File: config.mk
export PLATFORM = sky130hd
export DESIGN_NAME = servo_slew_channel_controller_top
export DESIGN_NICKNAME = d
export VERILOG_FILES = /design/src/sv/ssc_pkg.sv /design/src/sv/ssc_front.sv /design/src/sv/ssc_queue.sv /design/src/sv/ssc_back.sv /design/src/sv/servo_slew_channel_controller_top.sv
export VERILOG_INCLUDE_DIRS = /design/src /design/src/sv
export SDC_FILE = /design/constraint.sdc
export NUM_CORES = 1
export LEC_CHECK = 0
export BUFFER_PORTS_ARGS = -buffer_cell sky130_fd_sc_hd__buf_2
export CORE_MARGIN = 2
export CORE_UTILIZATION = 35
export CTS_BUF_LIST = sky130_fd_sc_hd__clkbuf_2 sky130_fd_sc_hd__clkbuf_4 sky130_fd_sc_hd__clkbuf_8
export DETAILED_ROUTE_END_ITERATION = 10
export PLACE_DENSITY = 0.6
export SLEW_MARGIN = 10
export SYNTH_ARGS = -nofsm -noshare
export SYNTH_HDL_FRONTEND = slang
export SYNTH_SLANG_ARGS = --single-unit
File: constraint.sdc
create_clock -name clock -period 8.3 [get_ports clock]
set_clock_uncertainty 0.1 [all_clocks]
set_input_delay 0.415 -clock clock [delete_from_list [all_inputs] [get_ports clock]]
set_output_delay 0.415 -clock clock [all_outputs]
set_load 0.05 [all_outputs]
File: src/sv/assert_macros.svh
// Assertion macros shared by the servo slew channel RTL.
`ifndef ASSERT_MACROS_SVH
`define ASSERT_MACROS_SVH

// Clocked check, masked while reset is high.
`define SSC_ASSERT(lbl, clk, rst, prop, msg) \
   lbl: assert property (@(posedge clk) disable iff (rst) prop) else $error(msg);

// Clocked check that also holds during reset.
`define SSC_ASSERT_ALWAYS(lbl, clk, prop, msg) \
   lbl: assert property (@(posedge clk) prop) else $error(msg);

`endif

File: src/sv/ssc_pkg.sv
// Shared types, codes and constants of the servo slew channel controller.
`default_nettype none
package ssc_pkg;

   localparam int SPEED_PIVOT_DEFAULT  = 128;
   localparam int CUTOFF_POLLS_DEFAULT = 10;
   localparam int QUEUE_DEPTH          = 4;

   // Pulse width mapping, quarter-microsecond ticks.
   localparam logic [13:0] TICK_STD_BASE  = 14'd3600;
   localparam logic [13:0] TICK_STD_SLOPE = 14'd19;
   localparam logic [13:0] TICK_EXT_BASE  = 14'd1400;
   localparam logic [13:0] TICK_EXT_SLOPE = 14'd36;

   typedef enum logic [1:0] {
      FUNC_POLL    = 2'd0,
      FUNC_ON      = 2'd1,
      FUNC_OFF     = 2'd2,
      FUNC_SET_POS = 2'd3
   } func_type;

   typedef enum logic [1:0] {
      EV_NONE     = 2'd0,
      EV_AT_START = 2'd1,
      EV_AT_END   = 2'd2,
      EV_MIDWAY   = 2'd3
   } event_kind_type;

   typedef enum logic [2:0] {
      CSR_START_POSITION     = 3'd0,
      CSR_END_POSITION       = 3'd1,
      CSR_SPEED_TOWARD_END   = 3'd2,
      CSR_SPEED_TOWARD_START = 3'd3,
      CSR_TRIGGER_INVERTED   = 3'd4,
      CSR_EVENT_INVERTED     = 3'd5,
      CSR_CUTOFF_ENABLE      = 3'd6,
      CSR_EXTENDED_TRAVEL    = 3'd7
   } csr_index_type;

   typedef enum logic [3:0] {
      ST_OFF      = 4'b0001,
      ST_STARTING = 4'b0010,
      ST_MOVING   = 4'b0100,
      ST_STOPPED  = 4'b1000
   } motion_type;

   // Event slots in delivery order.
   localparam logic [1:0] SLOT_DEPART  = 2'd0;
   localparam logic [1:0] SLOT_MIDWAY  = 2'd1;
   localparam logic [1:0] SLOT_ARRIVAL = 2'd2;

   // One classified step, handed from front to back.
   typedef struct packed {
      logic [2:0]      ev_valid;
      logic [2:0][1:0] ev_kind;
      logic [2:0]      ev_on;
      logic [7:0]      position;
      logic            pulse_enabled;
   } step_rec_type;

endpackage
`default_nettype wire

File: src/sv/ssc_front.sv
// Front end: configuration registers, channel state and per-item step classification.
`default_nettype none
module ssc_front #(
   parameter int SPEED_PIVOT  = ssc_pkg::SPEED_PIVOT_DEFAULT,
   parameter int CUTOFF_POLLS = ssc_pkg::CUTOFF_POLLS_DEFAULT
) (
   input  wire logic                 clock,
   input  wire logic                 reset,
   input  wire logic                 accept_i,
   input  wire logic [1:0]           func_i,
   input  wire logic [7:0]           new_position_i,
   input  wire logic                 csr_write_enable,
   input  wire logic [2:0]           csr_index,
   input  wire logic [7:0]           csr_write_data,
   output ssc_pkg::step_rec_type     rec_o,
   output logic                      extended_travel_o
);

   localparam logic [7:0] PIVOT  = 8'(SPEED_PIVOT);
   localparam logic [3:0] CUTOFF = 4'(CUTOFF_POLLS);

   // Configuration registers
   logic [7:0] start_pos_ff, end_pos_ff, speed_end_ff, speed_start_ff;
   logic       trig_inv_ff, ev_inv_ff, cutoff_en_ff, ext_travel_ff;

   // Channel state
   ssc_pkg::motion_type state_ff, state_in;
   logic [7:0] cur_ff, cur_in, tgt_ff, tgt_in;
   logic [7:0] spp_ff, spp_in, pps_ff, pps_in, cd_ff, cd_in;
   logic [3:0] stopped_ff, stopped_in;

   logic [7:0] mid;
   logic [8:0] sum_w;
   logic [7:0] step_w;
   logic [7:0] code_w;
   ssc_pkg::step_rec_type rec_w;

   assign mid = 8'({1'b0, end_pos_ff[7:1]} + {1'b0, start_pos_ff[7:1]});

   // Write configuration
   always_ff @(posedge clock) begin
      if (reset) begin
         start_pos_ff   <= 8'd0;
         end_pos_ff     <= 8'd255;
         speed_end_ff   <= 8'd0;
         speed_start_ff <= 8'd0;
         trig_inv_ff    <= 1'b0;
         ev_inv_ff      <= 1'b0;
         cutoff_en_ff   <= 1'b0;
         ext_travel_ff  <= 1'b0;
      end else if (csr_write_enable) begin
         case (ssc_pkg::csr_index_type'(csr_index))
            ssc_pkg::CSR_START_POSITION:     start_pos_ff   <= csr_write_data;
            ssc_pkg::CSR_END_POSITION:       end_pos_ff     <= csr_write_data;
            ssc_pkg::CSR_SPEED_TOWARD_END:   speed_end_ff   <= csr_write_data;
            ssc_pkg::CSR_SPEED_TOWARD_START: speed_start_ff <= csr_write_data;
            ssc_pkg::CSR_TRIGGER_INVERTED:   trig_inv_ff    <= csr_write_data[0];
            ssc_pkg::CSR_EVENT_INVERTED:     ev_inv_ff      <= csr_write_data[0];
            ssc_pkg::CSR_CUTOFF_ENABLE:      cutoff_en_ff   <= csr_write_data[0];
            ssc_pkg::CSR_EXTENDED_TRAVEL:    ext_travel_ff  <= csr_write_data[0];
            default: ;
         endcase
      end
   end

   // Classify the item and work out the next state
   always_comb begin
      state_in   = state_ff;
      cur_in     = cur_ff;
      tgt_in     = tgt_ff;
      spp_in     = spp_ff;
      pps_in     = pps_ff;
      cd_in      = cd_ff;
      stopped_in = stopped_ff;
      sum_w      = 9'd0;
      step_w     = cur_ff;
      code_w     = speed_end_ff;
      rec_w      = '0;

      case (ssc_pkg::func_type'(func_i))
         ssc_pkg::FUNC_POLL: begin
            if (state_ff == ssc_pkg::ST_STARTING) begin
               rec_w.ev_valid[ssc_pkg::SLOT_DEPART] = 1'b1;
               rec_w.ev_kind[ssc_pkg::SLOT_DEPART]  = (cur_ff == start_pos_ff) ?
                  ssc_pkg::EV_AT_START : ssc_pkg::EV_AT_END;
               rec_w.ev_on[ssc_pkg::SLOT_DEPART]    = ev_inv_ff;
            end
            if (state_ff == ssc_pkg::ST_STARTING || state_ff == ssc_pkg::ST_MOVING) begin
               if (tgt_ff > cur_ff) begin
                  // move up, saturate, clamp at target
                  if (spp_ff != 8'd0) begin
                     sum_w  = {1'b0, cur_ff} + {1'b0, spp_ff};
                     step_w = sum_w[8] ? 8'hFF : sum_w[7:0];
                  end else begin
                     cd_in = cd_ff - 8'd1;
                     if (cd_in == 8'd0) begin
                        step_w = cur_ff + 8'd1;
                        cd_in  = pps_ff;
                     end
                  end
                  cur_in = (step_w > tgt_ff) ? tgt_ff : step_w;
                  if (cur_ff < mid && cur_in >= mid) begin
                     rec_w.ev_valid[ssc_pkg::SLOT_MIDWAY] = 1'b1;
                     rec_w.ev_kind[ssc_pkg::SLOT_MIDWAY]  = ssc_pkg::EV_MIDWAY;
                     rec_w.ev_on[ssc_pkg::SLOT_MIDWAY]    = ~ev_inv_ff;
                  end
               end else if (tgt_ff < cur_ff) begin
                  // move down, saturate, clamp at target
                  if (spp_ff != 8'd0) begin
                     step_w = (cur_ff < spp_ff) ? 8'd0 : cur_ff - spp_ff;
                  end else begin
                     cd_in = cd_ff - 8'd1;
                     if (cd_in == 8'd0) begin
                        step_w = cur_ff - 8'd1;
                        cd_in  = pps_ff;
                     end
                  end
                  cur_in = (step_w < tgt_ff) ? tgt_ff : step_w;
                  if (cur_ff > mid && cur_in <= mid) begin
                     rec_w.ev_valid[ssc_pkg::SLOT_MIDWAY] = 1'b1;
                     rec_w.ev_kind[ssc_pkg::SLOT_MIDWAY]  = ssc_pkg::EV_MIDWAY;
                     rec_w.ev_on[ssc_pkg::SLOT_MIDWAY]    = ev_inv_ff;
                  end
               end
               if (cur_in == tgt_ff) begin
                  state_in   = ssc_pkg::ST_STOPPED;
                  stopped_in = 4'd0;
                  rec_w.ev_valid[ssc_pkg::SLOT_ARRIVAL] = 1'b1;
                  rec_w.ev_kind[ssc_pkg::SLOT_ARRIVAL]  = (cur_in == start_pos_ff) ?
                     ssc_pkg::EV_AT_START : ssc_pkg::EV_AT_END;
                  rec_w.ev_on[ssc_pkg::SLOT_ARRIVAL]    = ~ev_inv_ff;
               end else begin
                  state_in = ssc_pkg::ST_MOVING;
               end
            end else if (state_ff == ssc_pkg::ST_STOPPED) begin
               if (stopped_ff != 4'hF) begin
                  stopped_in = stopped_ff + 4'd1;
               end
            end
            // cut the pulses once stopped long enough, if cutoff is enabled
            if (state_in == ssc_pkg::ST_STOPPED && cutoff_en_ff && stopped_in > CUTOFF) begin
               state_in = ssc_pkg::ST_OFF;
            end
         end
         ssc_pkg::FUNC_ON, ssc_pkg::FUNC_OFF: begin
            if (ssc_pkg::func_type'(func_i) == ssc_pkg::FUNC_ON) begin
               tgt_in = trig_inv_ff ? start_pos_ff : end_pos_ff;
               code_w = speed_end_ff;
            end else begin
               tgt_in = trig_inv_ff ? end_pos_ff : start_pos_ff;
               code_w = speed_start_ff;
            end
            if (code_w > PIVOT) begin
               spp_in = code_w - PIVOT;
               pps_in = 8'd0;
            end else begin
               pps_in = PIVOT - code_w + 8'd1;
               cd_in  = 8'd1;
               spp_in = 8'd0;
            end
            state_in = ssc_pkg::ST_STARTING;
         end
         default: begin
            tgt_in = new_position_i;
            cur_in = new_position_i;
         end
      endcase

      rec_w.position      = cur_in;
      rec_w.pulse_enabled = (state_in != ssc_pkg::ST_OFF);
   end

   // Advance channel state on each transfer
   always_ff @(posedge clock) begin
      if (reset) begin
         state_ff   <= ssc_pkg::ST_OFF;
         cur_ff     <= 8'd0;
         tgt_ff     <= 8'd0;
         spp_ff     <= 8'd0;
         pps_ff     <= 8'd0;
         cd_ff      <= 8'd0;
         stopped_ff <= 4'd0;
      end else if (accept_i) begin
         state_ff   <= state_in;
         cur_ff     <= cur_in;
         tgt_ff     <= tgt_in;
         spp_ff     <= spp_in;
         pps_ff     <= pps_in;
         cd_ff      <= cd_in;
         stopped_ff <= stopped_in;
      end
   end

   assign rec_o             = rec_w;
   assign extended_travel_o = ext_travel_ff;

endmodule
`default_nettype wire

File: src/sv/ssc_queue.sv
// Short queue of classified steps between front and back.
`default_nettype none
`include "assert_macros.svh"
module ssc_queue #(
   parameter int DEPTH = ssc_pkg::QUEUE_DEPTH
) (
   input  wire logic            clock,
   input  wire logic            reset,
   input  wire logic            push_i,
   input  wire ssc_pkg::step_rec_type push_rec_i,
   output logic                 full_o,
   input  wire logic            pop_i,
   output ssc_pkg::step_rec_type head_rec_o,
   output logic                 empty_o
);

   localparam int PTR_W = (DEPTH > 1) ? $clog2(DEPTH) : 1;
   localparam int CNT_W = $clog2(DEPTH + 1);
   localparam logic [CNT_W-1:0] DEPTH_C = CNT_W'(DEPTH);
   localparam logic [PTR_W-1:0] LAST_P  = PTR_W'(DEPTH - 1);

   ssc_pkg::step_rec_type entry_ff [DEPTH];
   logic [PTR_W-1:0] wr_ptr_ff, rd_ptr_ff;
   logic [CNT_W-1:0] count_ff;

   // Store on push
   always_ff @(posedge clock) begin
      if (push_i) begin
         entry_ff[wr_ptr_ff] <= push_rec_i;
      end
   end

   // Advance pointers and fill count
   always_ff @(posedge clock) begin
      if (reset) begin
         wr_ptr_ff <= '0;
         rd_ptr_ff <= '0;
         count_ff  <= '0;
      end else begin
         if (push_i) begin
            wr_ptr_ff <= (wr_ptr_ff == LAST_P) ? '0 : wr_ptr_ff + 1'b1;
         end
         if (pop_i) begin
            rd_ptr_ff <= (rd_ptr_ff == LAST_P) ? '0 : rd_ptr_ff + 1'b1;
         end
         if (push_i && !pop_i) begin
            count_ff <= count_ff + 1'b1;
         end else if (pop_i && !push_i) begin
            count_ff <= count_ff - 1'b1;
         end
      end
   end

   assign full_o     = (count_ff == DEPTH_C);
   assign empty_o    = (count_ff == '0);
   assign head_rec_o = entry_ff[rd_ptr_ff];

   `SSC_ASSERT_ALWAYS(a_q_bound, clock, reset || (count_ff <= DEPTH_C), "queue count beyond depth")
   `SSC_ASSERT(a_q_grow, clock, reset, (push_i && !pop_i) |=> (count_ff == $past(count_ff) + 1'b1), "queue count did not grow on push")

endmodule
`default_nettype wire

File: src/sv/ssc_back.sv
// Back end: expands each step into its result transfers and holds the result port.
`default_nettype none
`include "assert_macros.svh"
module ssc_back (
   input  wire logic             clock,
   input  wire logic             reset,
   input  wire logic             q_empty_i,
   input  wire ssc_pkg::step_rec_type q_head_i,
   output logic                  q_pop_o,
   input  wire logic             extended_travel_i,
   output logic                  rsp_empty,
   input  wire logic             rsp_pop,
   output logic [1:0]            rsp_event_kind,
   output logic                  rsp_event_on,
   output logic                  rsp_save_request,
   output logic [7:0]            rsp_position,
   output logic [13:0]           rsp_pulse_ticks,
   output logic                  rsp_pulse_enabled,
   output logic                  rsp_last
);

   logic                  busy_ff;
   logic [2:0]            mask_ff;
   ssc_pkg::step_rec_type rec_ff;
   logic [13:0]           ticks_ff;

   logic [1:0]  sel;
   logic        any_ev;
   logic [2:0]  rest_mask;
   logic        load;
   logic [13:0] ticks_w;

   function automatic logic [13:0] TICKS(input logic [13:0] base, input logic [13:0] slope,
                                         input logic [7:0] pos);
      TICKS = 14'(base + slope * {6'd0, pos});
   endfunction

   // Pick the oldest pending event
   always_comb begin
      if (mask_ff[0]) begin
         sel = ssc_pkg::SLOT_DEPART;
      end else if (mask_ff[1]) begin
         sel = ssc_pkg::SLOT_MIDWAY;
      end else begin
         sel = ssc_pkg::SLOT_ARRIVAL;
      end
      any_ev    = |mask_ff;
      rest_mask = mask_ff & ~(3'b001 << sel);
   end

   assign rsp_empty         = !busy_ff;
   assign rsp_event_kind    = any_ev ? rec_ff.ev_kind[sel] : ssc_pkg::EV_NONE;
   assign rsp_event_on      = any_ev & rec_ff.ev_on[sel];
   assign rsp_save_request  = any_ev && (sel == ssc_pkg::SLOT_ARRIVAL);
   assign rsp_last          = (rest_mask == 3'b000);
   assign rsp_position      = rec_ff.position;
   assign rsp_pulse_enabled = rec_ff.pulse_enabled;
   assign rsp_pulse_ticks   = ticks_ff;

   // Take the next step when the port is free or its final transfer goes
   assign load    = !q_empty_i && (!busy_ff || (rsp_pop && rsp_last));
   assign q_pop_o = load;

   assign ticks_w = extended_travel_i ?
      TICKS(ssc_pkg::TICK_EXT_BASE, ssc_pkg::TICK_EXT_SLOPE, q_head_i.position) :
      TICKS(ssc_pkg::TICK_STD_BASE, ssc_pkg::TICK_STD_SLOPE, q_head_i.position);

   // Hold the payload of the step being delivered
   always_ff @(posedge clock) begin
      if (load) begin
         rec_ff   <= q_head_i;
         ticks_ff <= ticks_w;
      end
   end

   // Drop delivered events and track occupancy
   always_ff @(posedge clock) begin
      if (reset) begin
         busy_ff <= 1'b0;
         mask_ff <= 3'b000;
      end else if (load) begin
         busy_ff <= 1'b1;
         mask_ff <= q_head_i.ev_valid;
      end else if (busy_ff && rsp_pop) begin
         if (rsp_last) begin
            busy_ff <= 1'b0;
         end
         mask_ff <= rest_mask;
      end
   end

   `SSC_ASSERT(a_bk_hold, clock, reset, (busy_ff && rsp_pop && !rsp_last) |=> busy_ff, "result dropped before its final transfer")
   `SSC_ASSERT(a_bk_drain, clock, reset, (busy_ff && rsp_pop && !rsp_last) |=> ($countones(mask_ff) == $past($countones(mask_ff)) - 1), "event mask did not shrink by one")

endmodule
`default_nettype wire

File: src/sv/servo_slew_channel_controller_top.sv
// Top level of the servo slew channel controller: front, step queue and back.
//
//  channel | ports                          | transfer when
//  --------+--------------------------------+---------------------------
//  request | req_push/req_full, req_func,   | req_push && !req_full
//          | req_new_position               |
//  result  | rsp_empty/rsp_pop, rsp_* data  | rsp_pop && !rsp_empty
//  csr     | csr_write_enable, csr_index,   | csr_write_enable
//          | csr_write_data                 |
//
// One request is taken per cycle while the step queue has room.
// Each request yields 1 to 3 results, one per cycle while rsp_pop is held, so the
// sustained request rate is bounded by the results per request, set by the back end's
// single result register. A request's step is registered in the step queue and then
// in the back end's result register before its first result shows. Synchronous reset
// clears channel state, queue and result port and loads the register reset values;
// no clearing pass follows. A stalled result side fills the queue, then raises req_full.
`default_nettype none
module servo_slew_channel_controller_top #(
   parameter int SPEED_PIVOT  = ssc_pkg::SPEED_PIVOT_DEFAULT,
   parameter int CUTOFF_POLLS = ssc_pkg::CUTOFF_POLLS_DEFAULT
) (
   input  wire logic        clock,
   input  wire logic        reset,
   input  wire logic        req_push,
   output logic             req_full,
   input  wire logic [1:0]  req_func,
   input  wire logic [7:0]  req_new_position,
   output logic             rsp_empty,
   input  wire logic        rsp_pop,
   output logic [1:0]       rsp_event_kind,
   output logic             rsp_event_on,
   output logic             rsp_save_request,
   output logic [7:0]       rsp_position,
   output logic [13:0]      rsp_pulse_ticks,
   output logic             rsp_pulse_enabled,
   output logic             rsp_last,
   input  wire logic        csr_write_enable,
   input  wire logic [2:0]  csr_index,
   input  wire logic [7:0]  csr_write_data
);

   logic                  accept;
   ssc_pkg::step_rec_type front_rec;
   ssc_pkg::step_rec_type head_rec;
   logic                  q_empty;
   logic                  q_pop;
   logic                  ext_travel;

   assign accept = req_push && !req_full;

   ssc_front #(
      .SPEED_PIVOT  (SPEED_PIVOT),
      .CUTOFF_POLLS (CUTOFF_POLLS)
   ) u_front (
      .clock             (clock),
      .reset             (reset),
      .accept_i          (accept),
      .func_i            (req_func),
      .new_position_i    (req_new_position),
      .csr_write_enable  (csr_write_enable),
      .csr_index         (csr_index),
      .csr_write_data    (csr_write_data),
      .rec_o             (front_rec),
      .extended_travel_o (ext_travel)
   );

   ssc_queue #(
      .DEPTH (ssc_pkg::QUEUE_DEPTH)
   ) u_queue (
      .clock      (clock),
      .reset      (reset),
      .push_i     (accept),
      .push_rec_i (front_rec),
      .full_o     (req_full),
      .pop_i      (q_pop),
      .head_rec_o (head_rec),
      .empty_o    (q_empty)
   );

   ssc_back u_back (
      .clock             (clock),
      .reset             (reset),
      .q_empty_i         (q_empty),
      .q_head_i          (head_rec),
      .q_pop_o           (q_pop),
      .extended_travel_i (ext_travel),
      .rsp_empty         (rsp_empty),
      .rsp_pop           (rsp_pop),
      .rsp_event_kind    (rsp_event_kind),
      .rsp_event_on      (rsp_event_on),
      .rsp_save_request  (rsp_save_request),
      .rsp_position      (rsp_position),
      .rsp_pulse_ticks   (rsp_pulse_ticks),
      .rsp_pulse_enabled (rsp_pulse_enabled),
      .rsp_last          (rsp_last)
   );

endmodule
`default_nettype wire
==> results of run 1 <==
power by group:
group / internal [mW] / leakage, nW / switching, mW
Sequential: 1.34 / 1.76 / 0.100
Combinational: 1.30 / 3.89 / 2.21
Clock: 0.508 / 0.379 / 0.418
Total: 3.15 / 6.02 / 2.73
state kept, by name (all words and copies together) (netlist names), 4 cells and up, named ones only:
signal,flops
u_front.start_pos_ff,8
u_front.cur_ff,8
u_front.stopped_ff,4
u_front.end_pos_ff,8
u_queue.entry_ff,76
u_back.rec_ff,8
u_back.rsp_position,8
u_back.rsp_pulse_ticks,14
u_front.cd_ff,8
u_front.state_ff,4
u_front.speed_end_ff,8
u_front.spp_ff,8
u_front.pps_ff,8
u_front.speed_start_ff,8
u_front.tgt_ff,8
kinds of logic after synthesis:
family / count (synthesis) / share of synthesized area
compound gates: 386 / 0.186
simple gates: 465 / 0.164
flops: 204 / 0.373
buf+inv: 182 / 0.0530
fa+ha+maj: 134 / 0.127
xor+xnor: 61 / 0.0387
mux: 56 / 0.0585
stage by stage:
stage,power [mW],cells,cell area [um^2]
2_1_floorplan,4.15,1488,13800
3_3_place_gp,4.93,2002,14500
3_5_place_dp,4.97,2002,14500
4_1_cts,5.92,2066,15300
5_1_grt,6.39,2066,15300
6_report,5.88,2066,15300
cell usage in the layout, fill, tap and decap left out, types with 26 or more instances in the layout:
| master | Yosys | final |
|---|---|---|
| a211oi_1 | 27 | 27 |
| a21oi_1 | 122 | 122 |
| buf_2 | 7 | 55 |
| clkbuf_8 | 0 | 40 |
| dfxtp_1 | 97 | 97 |
| edfxtp_1 | 107 | 107 |
| ha_1 | 123 | 123 |
| inv_1 | 99 | 99 |
| mux2i_1 | 29 | 29 |
| nand2_1 | 155 | 155 |
| nand3_1 | 45 | 45 |
| nor2_1 | 112 | 112 |
| nor3_1 | 26 | 26 |
| o21ai_0 | 65 | 65 |
| xnor2_1 | 41 | 41 |
routing by layer:
metal | part of all wire | vias up | global-route usage
li1 | - | 5509 | -
met1 | 0.44 | 5420 | 0.255
met2 | 0.46 | 334 | 0.327
met3 | 0.060 | 112 | 0.0406
met4 | 0.040 | 0 | 0.0806
met5 | 0 | - | 0
final cells by class:
class / instances / area, um^2
Fill cell: 3895 / 23600
Tap cell: 518 / 648
Sequential cell: 204 / 5150
Clock buffer: 47 / 603
Timing Repair Buffer: 74 / 418
Clock inverter: 17 / 109
Multi-Input combinational cell: 1102 / 7930
Inverter: 104 / 390
critical path, stage by stage (launching register included):
cell and delay, ns:
dfxtp_1 0.30, buf_4 0.19, inv_1 0.19, ha_1 0.21, inv_1 0.06, fa_1 0.42
a211o_1 0.31, a21oi_1 0.22, nor4_1 0.10, nor3_1 0.59, inv_1 0.17, ha_1 0.24
a211o_1 0.30, nor3_1 0.71, a21o_1 0.38, a21o_1 0.20, ha_1 0.25, nor2b_1 0.14
o21a_1 0.16, o21ai_0 0.16, nand2b_1 0.08, a21oi_1 0.16, o21ai_0 0.09, o21ai_0 0.10
o2111ai_1 0.14, o31a_1 0.19, nor3_1 0.35
path summary, 6_finish.rpt:
path | end | cells after the start
setup / recovery | u_queue.entry_ff[1][10]$_DFFE_PP_ | 26
hold / removal | u_front.end_pos_ff[3]$_SDFFE_PP1P_ | 3
setup reg to reg | u_queue.entry_ff[1][10]$_DFFE_PP_ | 26
hold reg to reg | u_front.speed_start_ff[3]$_SDFFE_PP0P_ | 2
==> impl_metrics.toml, run 1 <==
[logic_synthesis]
syn-num-nets = 1648
synth_top_area_share = 0.232
yosysTopAreaCell = "edfxtp_1"
async_flop_share = 0
yosysMostFrequentCell = "nand2_1"
ys.flop_type = "edfxtp_1"
synth_edf_count = 107
yosys_warnings = 0
synth_seq_area_share = 0.373
ys_ff_latch = 204
synthTopCellsByCount = "nand2_1, ha_1, a21oi_1"
ys_types = 89
syn_area_mm2 = 0.0138
synth.avg_cell_area_um2 = 9.29
synth.area.top_cells = "edfxtp_1, dfxtp_1, ha_1, a21oi_1, nand2_1"
synthCells = 1488

[clock_tree]
cts_buffer_depth = 3
ctsResizeCount = 0
clkTransAtPathRegs_ns = 0.06
cts_tree = "yes"
cts_hold_buf = 0
numClockSinks = 204
cts_htree_levels = 2
cts-buffers-inserted = 37
clock-root-buffer = "clkbuf_8"
cts_setup_buffers = 0
clk_latency_ns = 0.55

[global_routing]
grt_pass1_wl_um = 63600
antenna_found_initial = 1
grt_max_degree = 80
gr-total-overflow = 0
track_usage = 0.199
grt_pass1_vias = 11007

[min_path]
hp-class = "in -> reg"
min_from = "csr_write_data[3]"

[sta]
slew_violations = 0
rsz0062_at_grt = "no"
tightest_slew_ns = 1.06
period_needed_ns = 6.74
period_share = 0.812
hold_ws_ns = 0.0404
slew_headroom = 0.291
finalSetupViolations = 0
fin_tns_setup_ns = 0
max_freq_ghz = 0.148
layout_setup_ws_ns = 1.56
hold_viol = 0

[power_and_ir_drop]
leakage_nw = 6.02
powerDensity_mw_per_mm2 = 386
vdd_drop_max_mv = 0.226

[floorplan]
die_width_um = 203
start_util = 0.356
io_pins = 56
coreArea_mm2 = 0.0388
die_h_um = 203
dieArea_mm2 = 0.0411
num_rows = 72

[worst_setup_path]
reg2reg_from = "u_front.cur_ff[0]$_SDFFE_PP0P_"
worstPathArrival_ns = 6.95
cp.required_ns = 8.51
worst-setup-path-type = "reg -> reg"
critPathMaxFanout = 15
critPathLaunch = "u_front.cur_ff[0]$_SDFFE_PP0P_"
reg2reg_slack_ns = 1.56
cp-start-kind = "flop"
crit_path_end_kind = "flop"

[finish]
finish.utilization = 0.393
diodes = 0
final_nets = 1683
syn_to_final_growth_pct = 10.4
drive_gt1_frac = 0.123

[routing]
wl_per_cell_um = 19.8
drc = 0
viasPerCell = 5.51
vias = 11375
ant_nets = 0
dr.pass1.iters = 5
drt_wl_total_um = 40800
drt_iter0_drc = 815

[placed_design]
portBuffers = 55
dp_slack_ns = 1.67
hpwl_um = 30900
gp_congestion = 0.970

[outcome]
outcome = "complete, no violations"

[flow_run]
maxCapViolations = 0
No activity file was read; power rests on OpenSTA's default activity.
==> run 2: changes to the inputs <==
==> constraint.sdc (replaced) <==
create_clock -name clock -period 6.7 [get_ports clock]
set_clock_uncertainty 0.1 [all_clocks]
set_input_delay 0.335 -clock clock [delete_from_list [all_inputs] [get_ports clock]]
set_output_delay 0.335 -clock clock [all_outputs]
set_load 0.05 [all_outputs]
==> impl_metrics.toml, run 2 (synthesized netlist as in run 1, its figures left out) <==
[worst_setup_path]
slowest_delay_ns = 0.52
worstPathArrival_ns = 6.49
cp_common_cell = "a21o_1"
regToRegEndpoint = "u_queue.entry_ff[3][19]$_DFFE_PP_"
critPathMaxFanout = 13
r2r_cells = 25
cp.required_ns = 6.86
crit_path_end_kind = "flop"
reg2reg_from = "u_front.spp_ff[6]$_SDFFE_PP0P_"
worst-setup-path-type = "reg -> reg"
reg2reg_slack_ns = 0.38
cp_slowest_cell = "or3b_2"
cp-start-kind = "flop"
cpLargestDelayFamily = "compound AO/OA/AOI/OAI gates"
crit_buf_inv = 2

[floorplan]
coreArea_mm2 = 0.0388
dieArea_mm2 = 0.0411
num_rows = 72
start_util = 0.356
die_h_um = 203
die_width_um = 203
io_pins = 56

[sta]
slew_headroom = 0.326
rsz0062_at_grt = "no"
layout_setup_ws_ns = 0.377
finalSetupViolations = 0
hold_viol = 0
slew_violations = 0
fin_tns_setup_ns = 0
tightest_slew_ns = 1.01
max_freq_ghz = 0.158
period_needed_ns = 6.32
period_share = 0.944

[routing]
vias = 11629
drc = 0
drt_iter0_drc = 723
drt_wl_total_um = 43000
ant_nets = 0
dr.pass1.iters = 5
viasPerCell = 5.54
wl_per_cell_um = 20.5

[min_path]
hp-class = "in -> reg"
hold_path_end = "u_back.busy_ff$_SDFFE_PP0P_"
min_from = "rsp_pop"
holdPathStages = 4

[placed_design]
dp_slack_ns = 0.347
dpl_cell_area_mm2 = 0.0147
gp_congestion = 1.07
portBuffers = 55
hpwl_um = 32700

[power_and_ir_drop]
p_total_mw = 7.54
powerDensity_mw_per_mm2 = 483
vdd_drop_max_mv = 0.244
leakage_nw = 6.20

[finish]
layout_commonest_cell = "nand2_1"
final_nets = 1712
fin_area_mm2 = 0.0156
regMostFlops = "u_queue.entry_ff"
syn_to_final_growth_pct = 12.9
fillers = 3887
seqCellArea_mm2 = 0.00515
largest_register_ffs = 76
layout_common_cells = "nand2_1, ha_1, a21oi_1, nor2_1, edfxtp_1"
drive_gt1_frac = 0.142
multi_input_area_mm2 = 0.00798

[global_routing]
grt_pass1_vias = 11365
gr-total-overflow = 0
grt_max_degree = 81
antenna_found_initial = 0
grt_pass1_wl_um = 66000
track_usage = 0.208

[flow_run]
maxCapViolations = 0

[outcome]
outcome = "complete, no violations"

[clock_tree]
cts_tree = "yes"
cts-buffers-inserted = 36
clkTransAtPathRegs_ns = 0.06
cts_buffer_depth = 3
clk_latency_ns = 0.54
numClockSinks = 204
cts_setup_buffers = 0
cts_htree_levels = 2
clock-root-buffer = "clkbuf_8"
run 2: cell types whose count changed in the layout (fill, tap and decap cells not counted), moves of 2 or more:
cell | before | now
buf_4 | 19 | 42
clkbuf_4 | 7 | 12
clkinv_1 | 9 | 4
clkinv_2 | 8 | 6
dlygate4sd3_1 | 0 | 7
nor3_1 | 26 | 24
nor3_2 | 1 | 3
run 2: metrics by stage:
step	hold slack [ns]	instances	util
floorplan	0.332	1488	-
global placement	0.343	2025	0.379
detailed placement	0.346	2025	0.379
CTS	0.00532	2097	0.401
global route	0.0400	2097	0.402
finish	0.0373	2098	0.402
run 2: worst max-delay path by stage:
stage                                    from                                 to  slack [ns]  cells past startpoint
5_1_grt         u_front.cd_ff[0]$_SDFFE_PP0P_  u_queue.entry_ff[2][19]$_DFFE_PP_        0.03                     25
6_report       u_front.spp_ff[6]$_SDFFE_PP0P_  u_queue.entry_ff[3][19]$_DFFE_PP_        0.38                     25
3_5_place_dp   u_front.cur_ff[1]$_SDFFE_PP0P_  u_queue.entry_ff[0][10]$_DFFE_PP_        0.35                     25
2_1_floorplan  u_front.cur_ff[1]$_SDFFE_PP0P_  u_queue.entry_ff[0][10]$_DFFE_PP_        1.17                     25
4_1_cts        u_front.cur_ff[1]$_SDFFE_PP0P_  u_queue.entry_ff[0][10]$_DFFE_PP_        0.32                     25
3_3_place_gp   u_front.cur_ff[1]$_SDFFE_PP0P_  u_queue.entry_ff[0][10]$_DFFE_PP_        0.50                     25
run 2: worst reg2reg max path: stages (launching register included):
cell and delay, ns:
dfxtp_1 0.43, inv_1 0.07, ha_1 0.46, or3b_2 0.52
a31oi_1 0.30, a211oi_4 0.11, o21a_1 0.14, a21oi_1 0.34
ha_1 0.34, and3_1 0.15, a211oi_1 0.25, nand3_1 0.18
and2_0 0.20, o31ai_2 0.35, inv_1 0.08, ha_1 0.29
nand2b_1 0.14, a21o_1 0.17, a21o_1 0.17, a21o_1 0.17
a21o_1 0.16, a21o_1 0.17, a21o_1 0.17, a21oi_1 0.22
o31a_1 0.26, nor2_1 0.11
run 2: what timing repair did:
action | 4_1_cts | 5_1_grt
resized for setup | 0 | 7
endpoints found under the setup margin | 0 | 8
hold buffers | 7 | 0
hold endpoints to repair | 26 | 0
run 2: routing by layer:
layer	global-route usage	part of all wire	routed length, um	vias up
met5	0	0	0	-
met2	0.332	0.45	19200	388
met3	0.0486	0.064	2750	121
met4	0.105	0.051	2180	0
li1	-	-	-	5553
met1	0.265	0.44	18800	5567
run 2: cell type report:
class                      instances  area share
inverter                         104      0.0250
tap                              518      0.0415
clock inverter                    12     0.00754
antenna                            1    0.000160
sequential                       204       0.330
multi-input combinational       1102       0.511
clock buffer                      53      0.0419
timing repair buffer             104      0.0423
run 2: power by group:
group | switching, mW | internal [mW] | total [mW] | leakage (nW)
sequential | 0.134 | 1.66 | 1.80 | 1.76
clock | 0.529 | 0.709 | 1.24 | 0.408
combinational | 2.80 | 1.70 | 4.50 | 4.03
total | 3.47 | 4.07 | 7.54 | 6.20
